## src/hw/rtl/bile_pkg.sv

```systemverilog
// Shared constants for the bounded integer list engine: field widths,
// action codes and the default capacity. Depends on nothing.
package bile_pkg;

  localparam int unsigned DEF_CAPACITY = 64;

  localparam int unsigned ACTION_W = 3;
  localparam int unsigned VALUE_W  = 32;
  localparam int unsigned POS_W    = 7;

  localparam logic [ACTION_W-1:0] ACT_PUSH   = 3'd0;
  localparam logic [ACTION_W-1:0] ACT_INSERT = 3'd1;
  localparam logic [ACTION_W-1:0] ACT_REMOVE = 3'd2;
  localparam logic [ACTION_W-1:0] ACT_SEARCH = 3'd3;
  localparam logic [ACTION_W-1:0] ACT_CLEAR  = 3'd4;

endpackage

```

## src/hw/rtl/bile_if.sv

```systemverilog
// Valid/ready channel interfaces for the list engine: one for requests,
// one for results. Depends on bile_pkg for the field widths.
interface bile_in_if;
  import bile_pkg::*;

  logic                       valid;
  logic                       ready;
  logic [ACTION_W-1:0]        action;
  logic signed [VALUE_W-1:0]  value;

  modport source (output valid, output action, output value, input ready);
  modport sink   (input valid, input action, input value, output ready);
endinterface

interface bile_out_if;
  import bile_pkg::*;

  logic               valid;
  logic               ready;
  logic               found;
  logic [POS_W-1:0]   position;
  logic [POS_W-1:0]   entry_count;
  logic               is_empty;
  logic               rejected;

  modport source (output valid, output found, output position, output entry_count,
                  output is_empty, output rejected, input ready);
  modport sink   (input valid, input found, input position, input entry_count,
                  input is_empty, input rejected, output ready);
endinterface

```

## src/hw/rtl/bile_ram.sv

```systemverilog
// Generic single-write, single-read RAM with a registered read port.
// Depends on nothing.
module bile_ram #(
  parameter int unsigned WIDTH = 32,
  parameter int unsigned DEPTH = 64
) (
  input  logic                     clk,
  input  logic                     we,
  input  logic [$clog2(DEPTH)-1:0] waddr,
  input  logic [WIDTH-1:0]         wdata,
  input  logic                     re,
  input  logic [$clog2(DEPTH)-1:0] raddr,
  output logic [WIDTH-1:0]         rdata
);

  logic [WIDTH-1:0] mem [DEPTH];

  always_ff @(posedge clk) begin
    if (we) begin
      mem[waddr] <= wdata;
    end
    if (re) begin
      rdata <= mem[raddr];
    end
  end

endmodule

```

## src/hw/rtl/bounded_integer_list_engine_top.sv

```systemverilog
// Top level of the bounded integer list engine: sequencer, scan datapath
// and result register. Depends on bile_pkg, bile_if and bile_ram.
//
//  Channel  Direction  Handshake        Payload
//  -------  ---------  ---------------  --------------------------------------------
//  req      in         valid / ready    action[2:0], value[31:0] signed
//  rsp      out        valid / ready    found, position[6:0], entry_count[6:0],
//                                       is_empty, rejected
//
// Push, insert, remove and search walk the stored entries once, one entry per
// cycle through the single read port of the entry RAM, before the sequencer
// moves to S_DONE to load the result register. Clear, a rejected push or
// insert and unused action codes skip the scan and go straight to S_DONE.
// The block takes one item at a time; req.ready is high only while the
// sequencer is idle. A result waiting on rsp does not hold off the next request,
// but that request's result then waits in S_DONE, with req.ready low, until rsp
// takes the first. Reset clears the count and control state; the entry RAM is
// not cleared, since only entries below the count are ever read.
module bounded_integer_list_engine_top #(
  parameter int unsigned CAPACITY = bile_pkg::DEF_CAPACITY
) (
  input logic         clk,
  input logic         rst,
  bile_in_if.sink     req,
  bile_out_if.source  rsp
);
  import bile_pkg::*;

  // Address width of the entry RAM and width of a count that can reach CAPACITY.
  localparam int unsigned AW = $clog2(CAPACITY);
  localparam int unsigned CW = $clog2(CAPACITY + 1);
  localparam logic [CW-1:0] CAP_C = CW'(CAPACITY);

  localparam logic [1:0] S_IDLE = 2'd0;
  localparam logic [1:0] S_SCAN = 2'd1;
  localparam logic [1:0] S_DONE = 2'd2;

  logic [1:0]                state;
  logic [ACTION_W-1:0]       act;
  logic signed [VALUE_W-1:0] val;
  logic [CW-1:0]             count;

  // Scan pointer issues reads; pv/pidx track the read whose data is on rdata.
  logic [CW-1:0]             rd_ptr;
  logic                      pv;
  logic [AW-1:0]             pidx;

  logic                      found;
  logic                      placed;
  logic                      rejected;
  logic [CW-1:0]             pos;
  logic [VALUE_W-1:0]        carry;

  // Result register.
  logic                      out_valid;
  logic                      out_found;
  logic [POS_W-1:0]          out_position;
  logic [POS_W-1:0]          out_count;
  logic                      out_empty;
  logic                      out_rejected;

  // Entry RAM ports.
  logic                      we;
  logic [AW-1:0]             waddr;
  logic [VALUE_W-1:0]        wdata;
  logic                      re;
  logic [VALUE_W-1:0]        rdata;

  logic                      is_ins;
  logic                      issue;
  logic                      fin;
  logic                      lt;
  logic                      hit;
  logic                      take_slot;
  logic                      slot_free;

  bile_ram #(
    .WIDTH (VALUE_W),
    .DEPTH (CAPACITY)
  ) u_entries (
    .clk   (clk),
    .we    (we),
    .waddr (waddr),
    .wdata (wdata),
    .re    (re),
    .raddr (rd_ptr[AW-1:0]),
    .rdata (rdata)
  );

  assign is_ins    = (act == ACT_PUSH) || (act == ACT_INSERT);
  assign issue     = (state == S_SCAN) && (rd_ptr != count);
  assign fin       = (state == S_SCAN) && (rd_ptr == count) && !pv;
  assign lt        = $signed(rdata) < val;
  assign hit       = rdata == val;
  // A push takes the head slot; an insert takes the first slot not below val.
  assign take_slot = !placed && ((act == ACT_PUSH) || !lt);
  assign slot_free = !out_valid || rsp.ready;
  assign re        = issue;

  // Write port. An insert ripples forward: once the new value is placed, each
  // later entry is rewritten with its predecessor, and the last one lands at
  // the old count. A remove moves every entry after the match down by one.
  always_comb begin
    we    = 1'b0;
    waddr = pidx;
    wdata = val;
    if ((state == S_SCAN) && pv) begin
      if (is_ins) begin
        if (placed) begin
          we    = 1'b1;
          wdata = carry;
        end else if (take_slot) begin
          we    = 1'b1;
        end
      end else if ((act == ACT_REMOVE) && found) begin
        we    = 1'b1;
        waddr = pidx - 1'b1;
        wdata = rdata;
      end
    end
    if (fin && is_ins) begin
      we    = 1'b1;
      waddr = count[AW-1:0];
      wdata = placed ? carry : val;
    end
  end

  always_ff @(posedge clk) begin
    if (rst) begin
      state     <= S_IDLE;
      count     <= '0;
      pv        <= 1'b0;
      out_valid <= 1'b0;
    end else begin
      pv <= issue;
      if (issue) begin
        rd_ptr <= rd_ptr + 1'b1;
        pidx   <= rd_ptr[AW-1:0];
      end

      if ((state == S_DONE) && slot_free) begin
        out_valid <= 1'b1;
      end else if (rsp.ready) begin
        out_valid <= 1'b0;
      end

      unique case (state)
        S_IDLE: begin
          if (req.valid) begin
            act      <= req.action;
            val      <= req.value;
            found    <= 1'b0;
            placed   <= 1'b0;
            rejected <= 1'b0;
            pos      <= count;
            rd_ptr   <= '0;
            unique case (req.action) inside
              ACT_PUSH, ACT_INSERT: begin
                if (count == CAP_C) begin
                  rejected <= 1'b1;
                  state    <= S_DONE;
                end else begin
                  state    <= S_SCAN;
                end
              end
              ACT_REMOVE, ACT_SEARCH: begin
                state <= S_SCAN;
              end
              ACT_CLEAR: begin
                count <= '0;
                pos   <= '0;
                state <= S_DONE;
              end
              default: begin
                state <= S_DONE;
              end
            endcase
          end
        end

        S_SCAN: begin
          if (pv) begin
            if (is_ins) begin
              if (placed) begin
                carry <= rdata;
              end else if (take_slot) begin
                placed <= 1'b1;
                pos    <= CW'(pidx);
                carry  <= rdata;
              end
            end else if (!found && hit) begin
              found <= 1'b1;
              pos   <= CW'(pidx);
            end
          end
          if (fin) begin
            if (is_ins) begin
              count <= count + 1'b1;
            end else if ((act == ACT_REMOVE) && found) begin
              count <= count - 1'b1;
            end
            state <= S_DONE;
          end
        end

        S_DONE: begin
          if (slot_free) begin
            out_found    <= found;
            out_position <= POS_W'(pos);
            out_count    <= POS_W'(count);
            out_empty    <= count == '0;
            out_rejected <= rejected;
            state        <= S_IDLE;
          end
        end

        default: begin
          state <= S_IDLE;
        end
      endcase
    end
  end

  assign req.ready       = state == S_IDLE;
  assign rsp.valid       = out_valid;
  assign rsp.found       = out_found;
  assign rsp.position    = out_position;
  assign rsp.entry_count = out_count;
  assign rsp.is_empty    = out_empty;
  assign rsp.rejected    = out_rejected;

  // The list never grows past its capacity.
  a_count_bound: assert property (@(posedge clk) disable iff (rst)
    count <= CAP_C)
    else $error("entry count exceeds capacity");

  // The scan pointer never runs past the entries held.
  a_ptr_bound: assert property (@(posedge clk) disable iff (rst)
    (state == S_SCAN) |-> (rd_ptr <= count))
    else $error("scan pointer beyond count");

  // During a scan the count changes only at its end, not in the middle of one.
  a_count_hold: assert property (@(posedge clk) disable iff (rst)
    ((state == S_SCAN) && !fin) |=> (count == $past(count)))
    else $error("count changed during scan");

  // A rejected request leaves the list alone and reports the count as position.
  a_reject: assert property (@(posedge clk) disable iff (rst)
    (rsp.valid && rsp.rejected) |-> (!rsp.found && (rsp.position == rsp.entry_count)))
    else $error("rejected result inconsistent");

endmodule

```

## src/flat_wrapper.sv

```systemverilog
// flat-port wrapper written by rule: the top's interface ports become plain ports
module bounded_integer_list_engine_top_flat import bile_pkg::*;
#(
  parameter int unsigned CAPACITY = bile_pkg::DEF_CAPACITY
)
  (clk, rst, req_valid, req_action, req_value, req_ready, rsp_valid, rsp_found, rsp_position, rsp_entry_count, rsp_is_empty, rsp_rejected, rsp_ready);
  bile_in_if req_i ();
  bile_out_if rsp_i ();
  input logic clk;
  input logic rst;
  input wire logic [$bits(req_i.valid)-1:0] req_valid;
  input wire logic [$bits(req_i.action)-1:0] req_action;
  input wire logic [$bits(req_i.value)-1:0] req_value;
  output wire logic [$bits(req_i.ready)-1:0] req_ready;
  output wire logic [$bits(rsp_i.valid)-1:0] rsp_valid;
  output wire logic [$bits(rsp_i.found)-1:0] rsp_found;
  output wire logic [$bits(rsp_i.position)-1:0] rsp_position;
  output wire logic [$bits(rsp_i.entry_count)-1:0] rsp_entry_count;
  output wire logic [$bits(rsp_i.is_empty)-1:0] rsp_is_empty;
  output wire logic [$bits(rsp_i.rejected)-1:0] rsp_rejected;
  input wire logic [$bits(rsp_i.ready)-1:0] rsp_ready;
  assign req_i.valid = req_valid;
  assign req_i.action = req_action;
  assign req_i.value = req_value;
  assign req_ready = req_i.ready;
  assign rsp_valid = rsp_i.valid;
  assign rsp_found = rsp_i.found;
  assign rsp_position = rsp_i.position;
  assign rsp_entry_count = rsp_i.entry_count;
  assign rsp_is_empty = rsp_i.is_empty;
  assign rsp_rejected = rsp_i.rejected;
  assign rsp_i.ready = rsp_ready;
  bounded_integer_list_engine_top #(.CAPACITY(CAPACITY)) u_core (.clk(clk), .rst(rst), .req(req_i), .rsp(rsp_i));
endmodule
```

## config.mk

```make
export PLATFORM = sky130hd
export DESIGN_NAME = bounded_integer_list_engine_top_flat
export DESIGN_NICKNAME = d
export VERILOG_FILES = /design/src/hw/rtl/bile_pkg.sv /design/src/hw/rtl/bile_if.sv /design/src/hw/rtl/bile_ram.sv /design/src/hw/rtl/bounded_integer_list_engine_top.sv /design/src/flat_wrapper.sv
export SDC_FILE = /design/constraint.sdc
export NUM_CORES = 2
export LEC_CHECK = 0
export BUFFER_PORTS_ARGS = -buffer_cell sky130_fd_sc_hd__buf_4
export CAP_MARGIN = 15
export CELL_PAD_IN_SITES_DETAIL_PLACEMENT = 0
export CELL_PAD_IN_SITES_GLOBAL_PLACEMENT = 1
export CORE_UTILIZATION = 40
export DETAILED_ROUTE_END_ITERATION = 6
export PLACE_DENSITY = 0.57
export SYNTH_ARGS = -nofsm -noshare
export SYNTH_HDL_FRONTEND = slang
export SYNTH_SLANG_ARGS = --single-unit
```

## constraint.sdc

```tcl
create_clock -name clk -period 14.11 [get_ports clk]
set_clock_uncertainty 0.1 [all_clocks]
set_input_delay 2.822 -clock clk [delete_from_list [all_inputs] [get_ports clk]]
set_output_delay 2.822 -clock clk [all_outputs]
set_load 0.05 [all_outputs]
```

## Word level (Yosys, flattened, before mapping)

Memories as Yosys holds them, arrays and structs flattened. A register that Yosys moved wholly into a read port is not among the register bits.
Index checks and enable logic that the tools add are counted.

- Memory bits (writable): 2048
- Input bits: 39
- Bits in latches: 0
- Output and inout port bits: 19
- Bits in read-only memories: 0
- Logic and storage cells: 134
- Memories: 1
- Flip-flop bits (word level): 118

Memory list:

| name | words | bits a word | read ports | clocked after Yosys merged registers in | write ports | RTL line | source |
|---|---|---|---|---|---|---|---|
| u_core.u_entries.mem | 64 | 32 | 1 | 1 | 1 | bile_ram.sv:16 | `logic [WIDTH-1:0] mem [DEPTH];` |

- Magnitude comparators: 1
- Bitwise operators: 1
- Muxes and demuxes: 51
- Div/mod/pow operators: 0
- Multiply operators: 0
- $add $sub $neg: 4
- Reduce and logical (&&, ||, !) cells: 35
- Equal/unequal tests: 23
- Shifts and indexed selects: 0

Operators by type and width:

| kind | count |
|---|---|
| $mux 32 | 7 |
| $mux 7 | 13 |
| $eq 32x32->1 | 1 |
| $lt 32x32->1 | 1 |
| $pmux 7 s2 | 2 |
| $mux 6 | 4 |
| $mux 1 | 17 |
| $add 7x1->7 const B | 2 |
| $reduce_and 5->1 | 2 |
| $eq 3x2->1 const B | 3 |
| $logic_and 1x1->1 | 9 |
| $reduce_and 3->1 | 3 |
| $mux 2 | 4 |
| $ne 2x1->1 const B | 4 |
| $eq 7x7->1 | 1 |
| $eq 7x7->1 const B | 1 |
| $logic_not 7->1 | 1 |
| $ne 7x7->1 | 1 |
| $reduce_and 7->1 | 1 |
| $sub 7x1->7 const B | 1 |
| $eq 3x1->1 const B | 2 |
| $logic_not 3->1 | 2 |
| $ne 2x2->1 const B | 3 |
| $ne 3x2->1 const B | 2 |
| other kinds (17) | 28 |

## Logic depth before layout (Yosys ltp)

- Word-level depth: 11
- Depth in mapped cells: 11
- Gate-level depth less buffers: 10

## Modules after synthesis

Synthesis repeated with hierarchy kept, for this count alone.

- Cells, all modules: 4046
- Area, all modules: 85578.3 µm²

By module, submodules not included:

| module | area an instance (µm²) | sequential area each (µm²) | instances | cells each |
|---|---|---|---|---|
| bile_ram | 79317.3 | 62459.9 | 1 | 3523 |
| bounded_integer_list_engine_top | 6261.0 | 3433.3 | 1 | 523 |

## Worst setup path after synthesis

No wires, ideal clock.

- Path kind: register to register
- From: register u_core.u_entries.rdata[31] (read register of u_core.u_entries.mem)
- To: memory u_core.u_entries.mem[35][0], enable pin
- Slack: 8.174 ns
- Arrival: 5.334 ns
- Library setup time: 0.502 ns
- Data required time: 13.508 ns
- Clock period less this slack: 5.936 ns
- Stages on the path, launching flop included: 10
- Buffers on the path: 1
- Cells stage by stage: edfxtp_1 ha_1 nand4_1 nor4_1 nand2_1 a211oi_1 nor3_1 mux2i_1 buf_2 nor4_1

- Word-level cells in the longest chain between the ends: 11

RTL lines:

| what | RTL line | source |
|---|---|---|
| start, declared | bile_ram.sv:13 | `output logic [WIDTH-1:0] rdata` |
| $lt 32x32->1 | bounded_integer_list_engine_top.sv:93 | `assign lt = $signed(rdata) < val;` |
| $logic_not 1->1 | bounded_integer_list_engine_top.sv:96 | `assign take_slot = !placed && ((act == ACT_PUSH) \|\| !lt);` |
| $logic_or 1x1->1 | bounded_integer_list_engine_top.sv:96 |  |
| $logic_and 1x1->1 | bounded_integer_list_engine_top.sv:96 |  |
| $mux 1 | bounded_integer_list_engine_top.sv:112 | `end else if (take_slot) begin` |
| $mux 1 | bounded_integer_list_engine_top.sv:109 | `if (placed) begin` |
| $mux 1 | bounded_integer_list_engine_top.sv:108 | `if (is_ins) begin` |
| $mux 1 | bounded_integer_list_engine_top.sv:107 | `if ((state == S_SCAN) && pv) begin` |
| $mux 1 | bounded_integer_list_engine_top.sv:121 | `if (fin && is_ins) begin` |
| $mux 1 | bile_ram.sv:19 | `if (we) begin` |
| $mux 1 (not written as such) | bile_ram.sv:20 | `mem[waddr] <= wdata;` |
| end, declared | bile_ram.sv:16 |  |

No other way between the ends.

## Worst setup path after layout

- From: register u_core.rd_ptr[1]
- To: register u_core.u_entries.rdata[7] (read register of u_core.u_entries.mem), data pin

- Word-level cells in the longest chain between the ends: 2

RTL lines:

| what | RTL line | source |
|---|---|---|
| start, declared | bounded_integer_list_engine_top.sv:44 | `logic [CW-1:0] rd_ptr;` |
| start signal, assigned | bounded_integer_list_engine_top.sv:137 | `rd_ptr <= rd_ptr + 1'b1;` |
| $ne 7x7->1 | bounded_integer_list_engine_top.sv:91 | `assign issue = (state == S_SCAN) && (rd_ptr != count);` |
| $logic_and 1x1->1 | bounded_integer_list_engine_top.sv:91 |  |

Parallel ways exist; a longest one is shown, timed or not.
A chain may end at the register's enable or synchronous reset.

==> results.txt <==
Of all nets on the critical path, the largest fanout is 136. The logs give 4582 for the first-iteration detailed-routing DRC count and 0 for the count of max-cap constraint violations. The sum of routed wire length over all layers came out at 227000 microns. The post-synth net total came out at 3653.

The synthesized design contains 2187 enable-type register cells. Dividing the synthesized area by the synthesized cell count gives 23.9 sq um. The via count of the first global-routing pass was 40.1k; the longest individual stage delay on the worst path was 0.81 ns. The worst setup path is captured at a flip-flop. The die boundary width is 464 microns, and the top achievable clock speed is 165 MHz. Counting both buffers and inverters, the worst setup path holds a total of 5.

The post-synthesis compound-gate area fraction is 0.0105, and the share of total power consumed by net switching is 0.223. For the net total in the final layout, the log shows 3905. The sequential area share after synthesis was 0.773; the critical path required time was 14.62 ns.

Summing all flip-flop and latch instances after layout gives 0.0659 sq mm. In this run the worst hold path is classified as flip-flop to flip-flop. TritonCTS built the clock tree.

In the post-synthesis netlist, the biggest area contributors are edfxtp_1, mux4_2, ha_1, clkbuf_1, mux2i_1. The design draws 13.8 mW. At the end of routability-driven placement, the weighted congestion stood at 0.805. Setup violation total in the final timing report: 0. The cell area after layout came out at 0.0971 sq mm. The slowest stage of the critical path is the buf_4 cell. In this run, distinct cell masters in the synthesized netlist total 51. The share of the clock period used by the worst path is 0.428, and the number of antenna violations at the first check in global routing is 17. The internal power of the cells totals 10.7 mW. The combinational family with the most area after synthesis was multiplexers.

The initial core utilization is 0.402, and the area of the die is 0.215 sq mm. The logs give 0 for the aggregate global routing overflow and 6.55 ns for the worst endpoint data arrival time. The count of input and output buffers was 57. In this run the static leakage power is 29.8 nW.

The logs give 8.06 ns for the final worst-path setup slack and 223 for the total CTS buffers. The share of the synthesized netlist area taken by xor and xnor gates was 0.00236; the power per cell area was 142 mW/mm^2. No sink is reached through more buffers than the 3 on the longest clock path. The H-tree was split into 4 levels. The flow ran to the end, and the final reports show no timing, DRC or antenna violations. The most repeated library cell on the critical path was buf_4.

Setup repair after global routing left no endpoint under its margin. The logic gate share of total power came out at 0.071. The number of warning messages in the yosys log is 0.

Entering global routing, the biggest net connects 137 pins. After floorplanning, the core was sized to cover 0.212 sq mm. Post-synthesis adder-cell area fraction: 0.00596.

Pin placement for this block handled 58 I/O pins. In the routed layout, each cell is associated on average with a via count of 5.77. Switching component of the power: 3.07 mW.

After clock tree synthesis, the flow added hold-fix buffers numbering 0. The share of post-route cells with drive strength above 1 works out to 0.323. The area growth from synthesis to layout is 13.9%. Before CTS, the worst setup slack after placement is 8.10 ns. The number of gates resized after CTS was 0.

The flop and latch count out of synthesis was 2198. Counting the fill cells in the layout gives 17.5k. In this design, the largest share of critical-path delay is due to buffers and inverters. Dividing the detail-routed wire length by the instance count gives 33.1 microns. The library cell used as clock root buffer was clkbuf_16.

The final-report max-slew violation count was 0; the mapped cell area was 0.0853 sq mm. The share of synthesized registers carrying an async set or reset was 0. For flop-to-flop paths, the worst setup slack is 8.06 ns.

The tools report the global-route usage over all layers as 0.211. STA classifies the critical path startpoint as a flip-flop. The number of detailed-routing iterations run before antenna repair was 5. For this run, the leading register cell type out of synthesis is edfxtp_1.

Row generation in the floorplan step produced 169 rows. The hold violation count in the final report was 0; the final sum of negative setup slack was 0 ns. Traced cell by cell, the critical path runs through buf_4, buf_12, buf_4, buf_4, buf_4, mux4_2, mux4_2, mux4_2. At the later pin of the worst-skew pair, clock insertion delay measures 0.87 ns.

The critical path start-end classification is flip-flop to flip-flop. The share of power burned in registers was 0.524; the post-detailed-placement cell area was 0.0902 sq mm. CTS saw 2198 sinks. The library cell used most frequently in the layout, excluding fill and tap cells, is edfxtp_1.

The tools report the placed wire-length estimate as 122000 microns. The count of nets left with antenna violations once routing finished came out at 0. After clock tree synthesis, the clock-pin slew on the worst setup and hold paths is 0.06 ns.

At the pin with the least slew margin, the transition time is 1.32 ns. Max-slew headroom at the worst pin: 0.123. After detailed routing, the number of remaining DRC violations is 0. The area used by multi-input combinational logic is 0.0189 sq mm. Synthesis produced 3574 cells. The portion of netlist area occupied by mux cells is 0.182, and the number of post-CTS setup repair buffers is 0.

Dominant cell type by area after synthesis: edfxtp_1. The vertical die dimension is 464 microns. The top cell types in the final layout, fill and taps aside, are edfxtp_1, mux4_2, clkbuf_16, buf_4, clkinv_1.

The worst path in the final design needs a cycle of 6.05 ns, including I/O delays and setup. VDD sags by at most 131 uV. The detailed router placed 39.5k vias in this run. The first global-routing pass estimated 317000 microns of wire. Share of synthesized cell area in and, or, nand and nor gates: 0.0141. The portion of synthesized cell area occupied by the leading cell type is 0.770, and the relative contribution of the clock network to total power is 0.405.
## worst paths after layout
| path | startpoint | endpoint | cells after the start |
|---|---|---|---|
| max | u_core.rd_ptr[1] | u_core.u_entries.rdata[7] | 8 |
| min reg2reg | u_core.pos[2] | u_core.rsp.position[2] | 0 |
| max reg2reg | u_core.rd_ptr[1] | u_core.u_entries.rdata[7] | 8 |
| min | u_core.pos[2] | u_core.rsp.position[2] | 0 |
## synth_stat cells (all sizes together) (26+ instances only)
| cell | number |
|---|---|
| edfxtp | 2187 |
| mux4 | 672 |
| clkbuf | 111 |
| buf | 85 |
| nor4 | 46 |
| inv | 43 |
| nor3 | 41 |
| ha | 39 |
| mux2i | 38 |
| a22oi | 37 |
| nor2 | 37 |
| nand2 | 34 |
| o22ai | 31 |
| a21oi | 26 |
## cell type report
cell class | count | area share
inverters | 43 | 0.00166
well taps | 2821 | 0.0363
repair buffers | 223 | 0.0177
clock buffers | 286 | 0.0606
flip-flops and latches | 2198 | 0.678
multi-input cells | 1137 | 0.195
diodes | 3 | 0.0000773
clock inverters | 131 | 0.0103
## kinds of logic (layout without fill, tap and decap cells)
group	count (synthesis)	in the layout
buf+inv	239	683
other cells	0	3
xor+xnor	23	23
mux	712	712
simple gates	225	225
compound gates	137	137
flops	2198	2198
fa+ha+maj	40	40
## per-layer routing
metal | global-route usage | part of all wire | up-vias
met1 | 0.309 | 0.44 | 21900
met2 | 0.324 | 0.47 | 1284
met3 | 0.0465 | 0.074 | 265
li1 | - | - | 16000
met4 | 0.0506 | 0.019 | 0
met5 | 0 | 0 | -
## stage by stage
step	hold slack [ns]	cells	util
5_1_grt	0.328	6840	0.458
4_1_cts	0.322	6838	0.458
6_report	0.320	6842	0.458
3_3_place_gp	0.310	6421	0.426
3_5_place_dp	0.313	6421	0.426
2_1_floorplan	0.300	3574	-
## power groups by stage
stage                     Combinational, mW  Clock [mW]  Sequential [mW]
after global placement                0.983           0             7.37
final                                 0.981        5.59             7.23
after global routing                   1.04        5.94             7.23
after detailed placement              0.989           0             7.37
after CTS                             0.991        5.71             7.23
after floorplan                       0.662           0             7.35
## state kept, by name (all words and copies together) (netlist names)
signal	count
u_core.state	2
u_core.val	32
u_core.count	7
u_core.rsp.position	7
u_core.pidx	6
u_core.u_entries.rdata	32
u_core.carry	32
u_core.pv	1
u_core.rsp.found	1
u_core.rsp.entry_count	7
u_core.pos	7
u_core.rd_ptr	7
u_core.rsp.is_empty	1
u_core.u_entries.mem	2048
u_core.rejected	1
u_core.act	3
u_core.placed	1
u_core.rsp.rejected	1
u_core.found	1
u_core.rsp.valid	1
(Power assumes the default switching activity.)
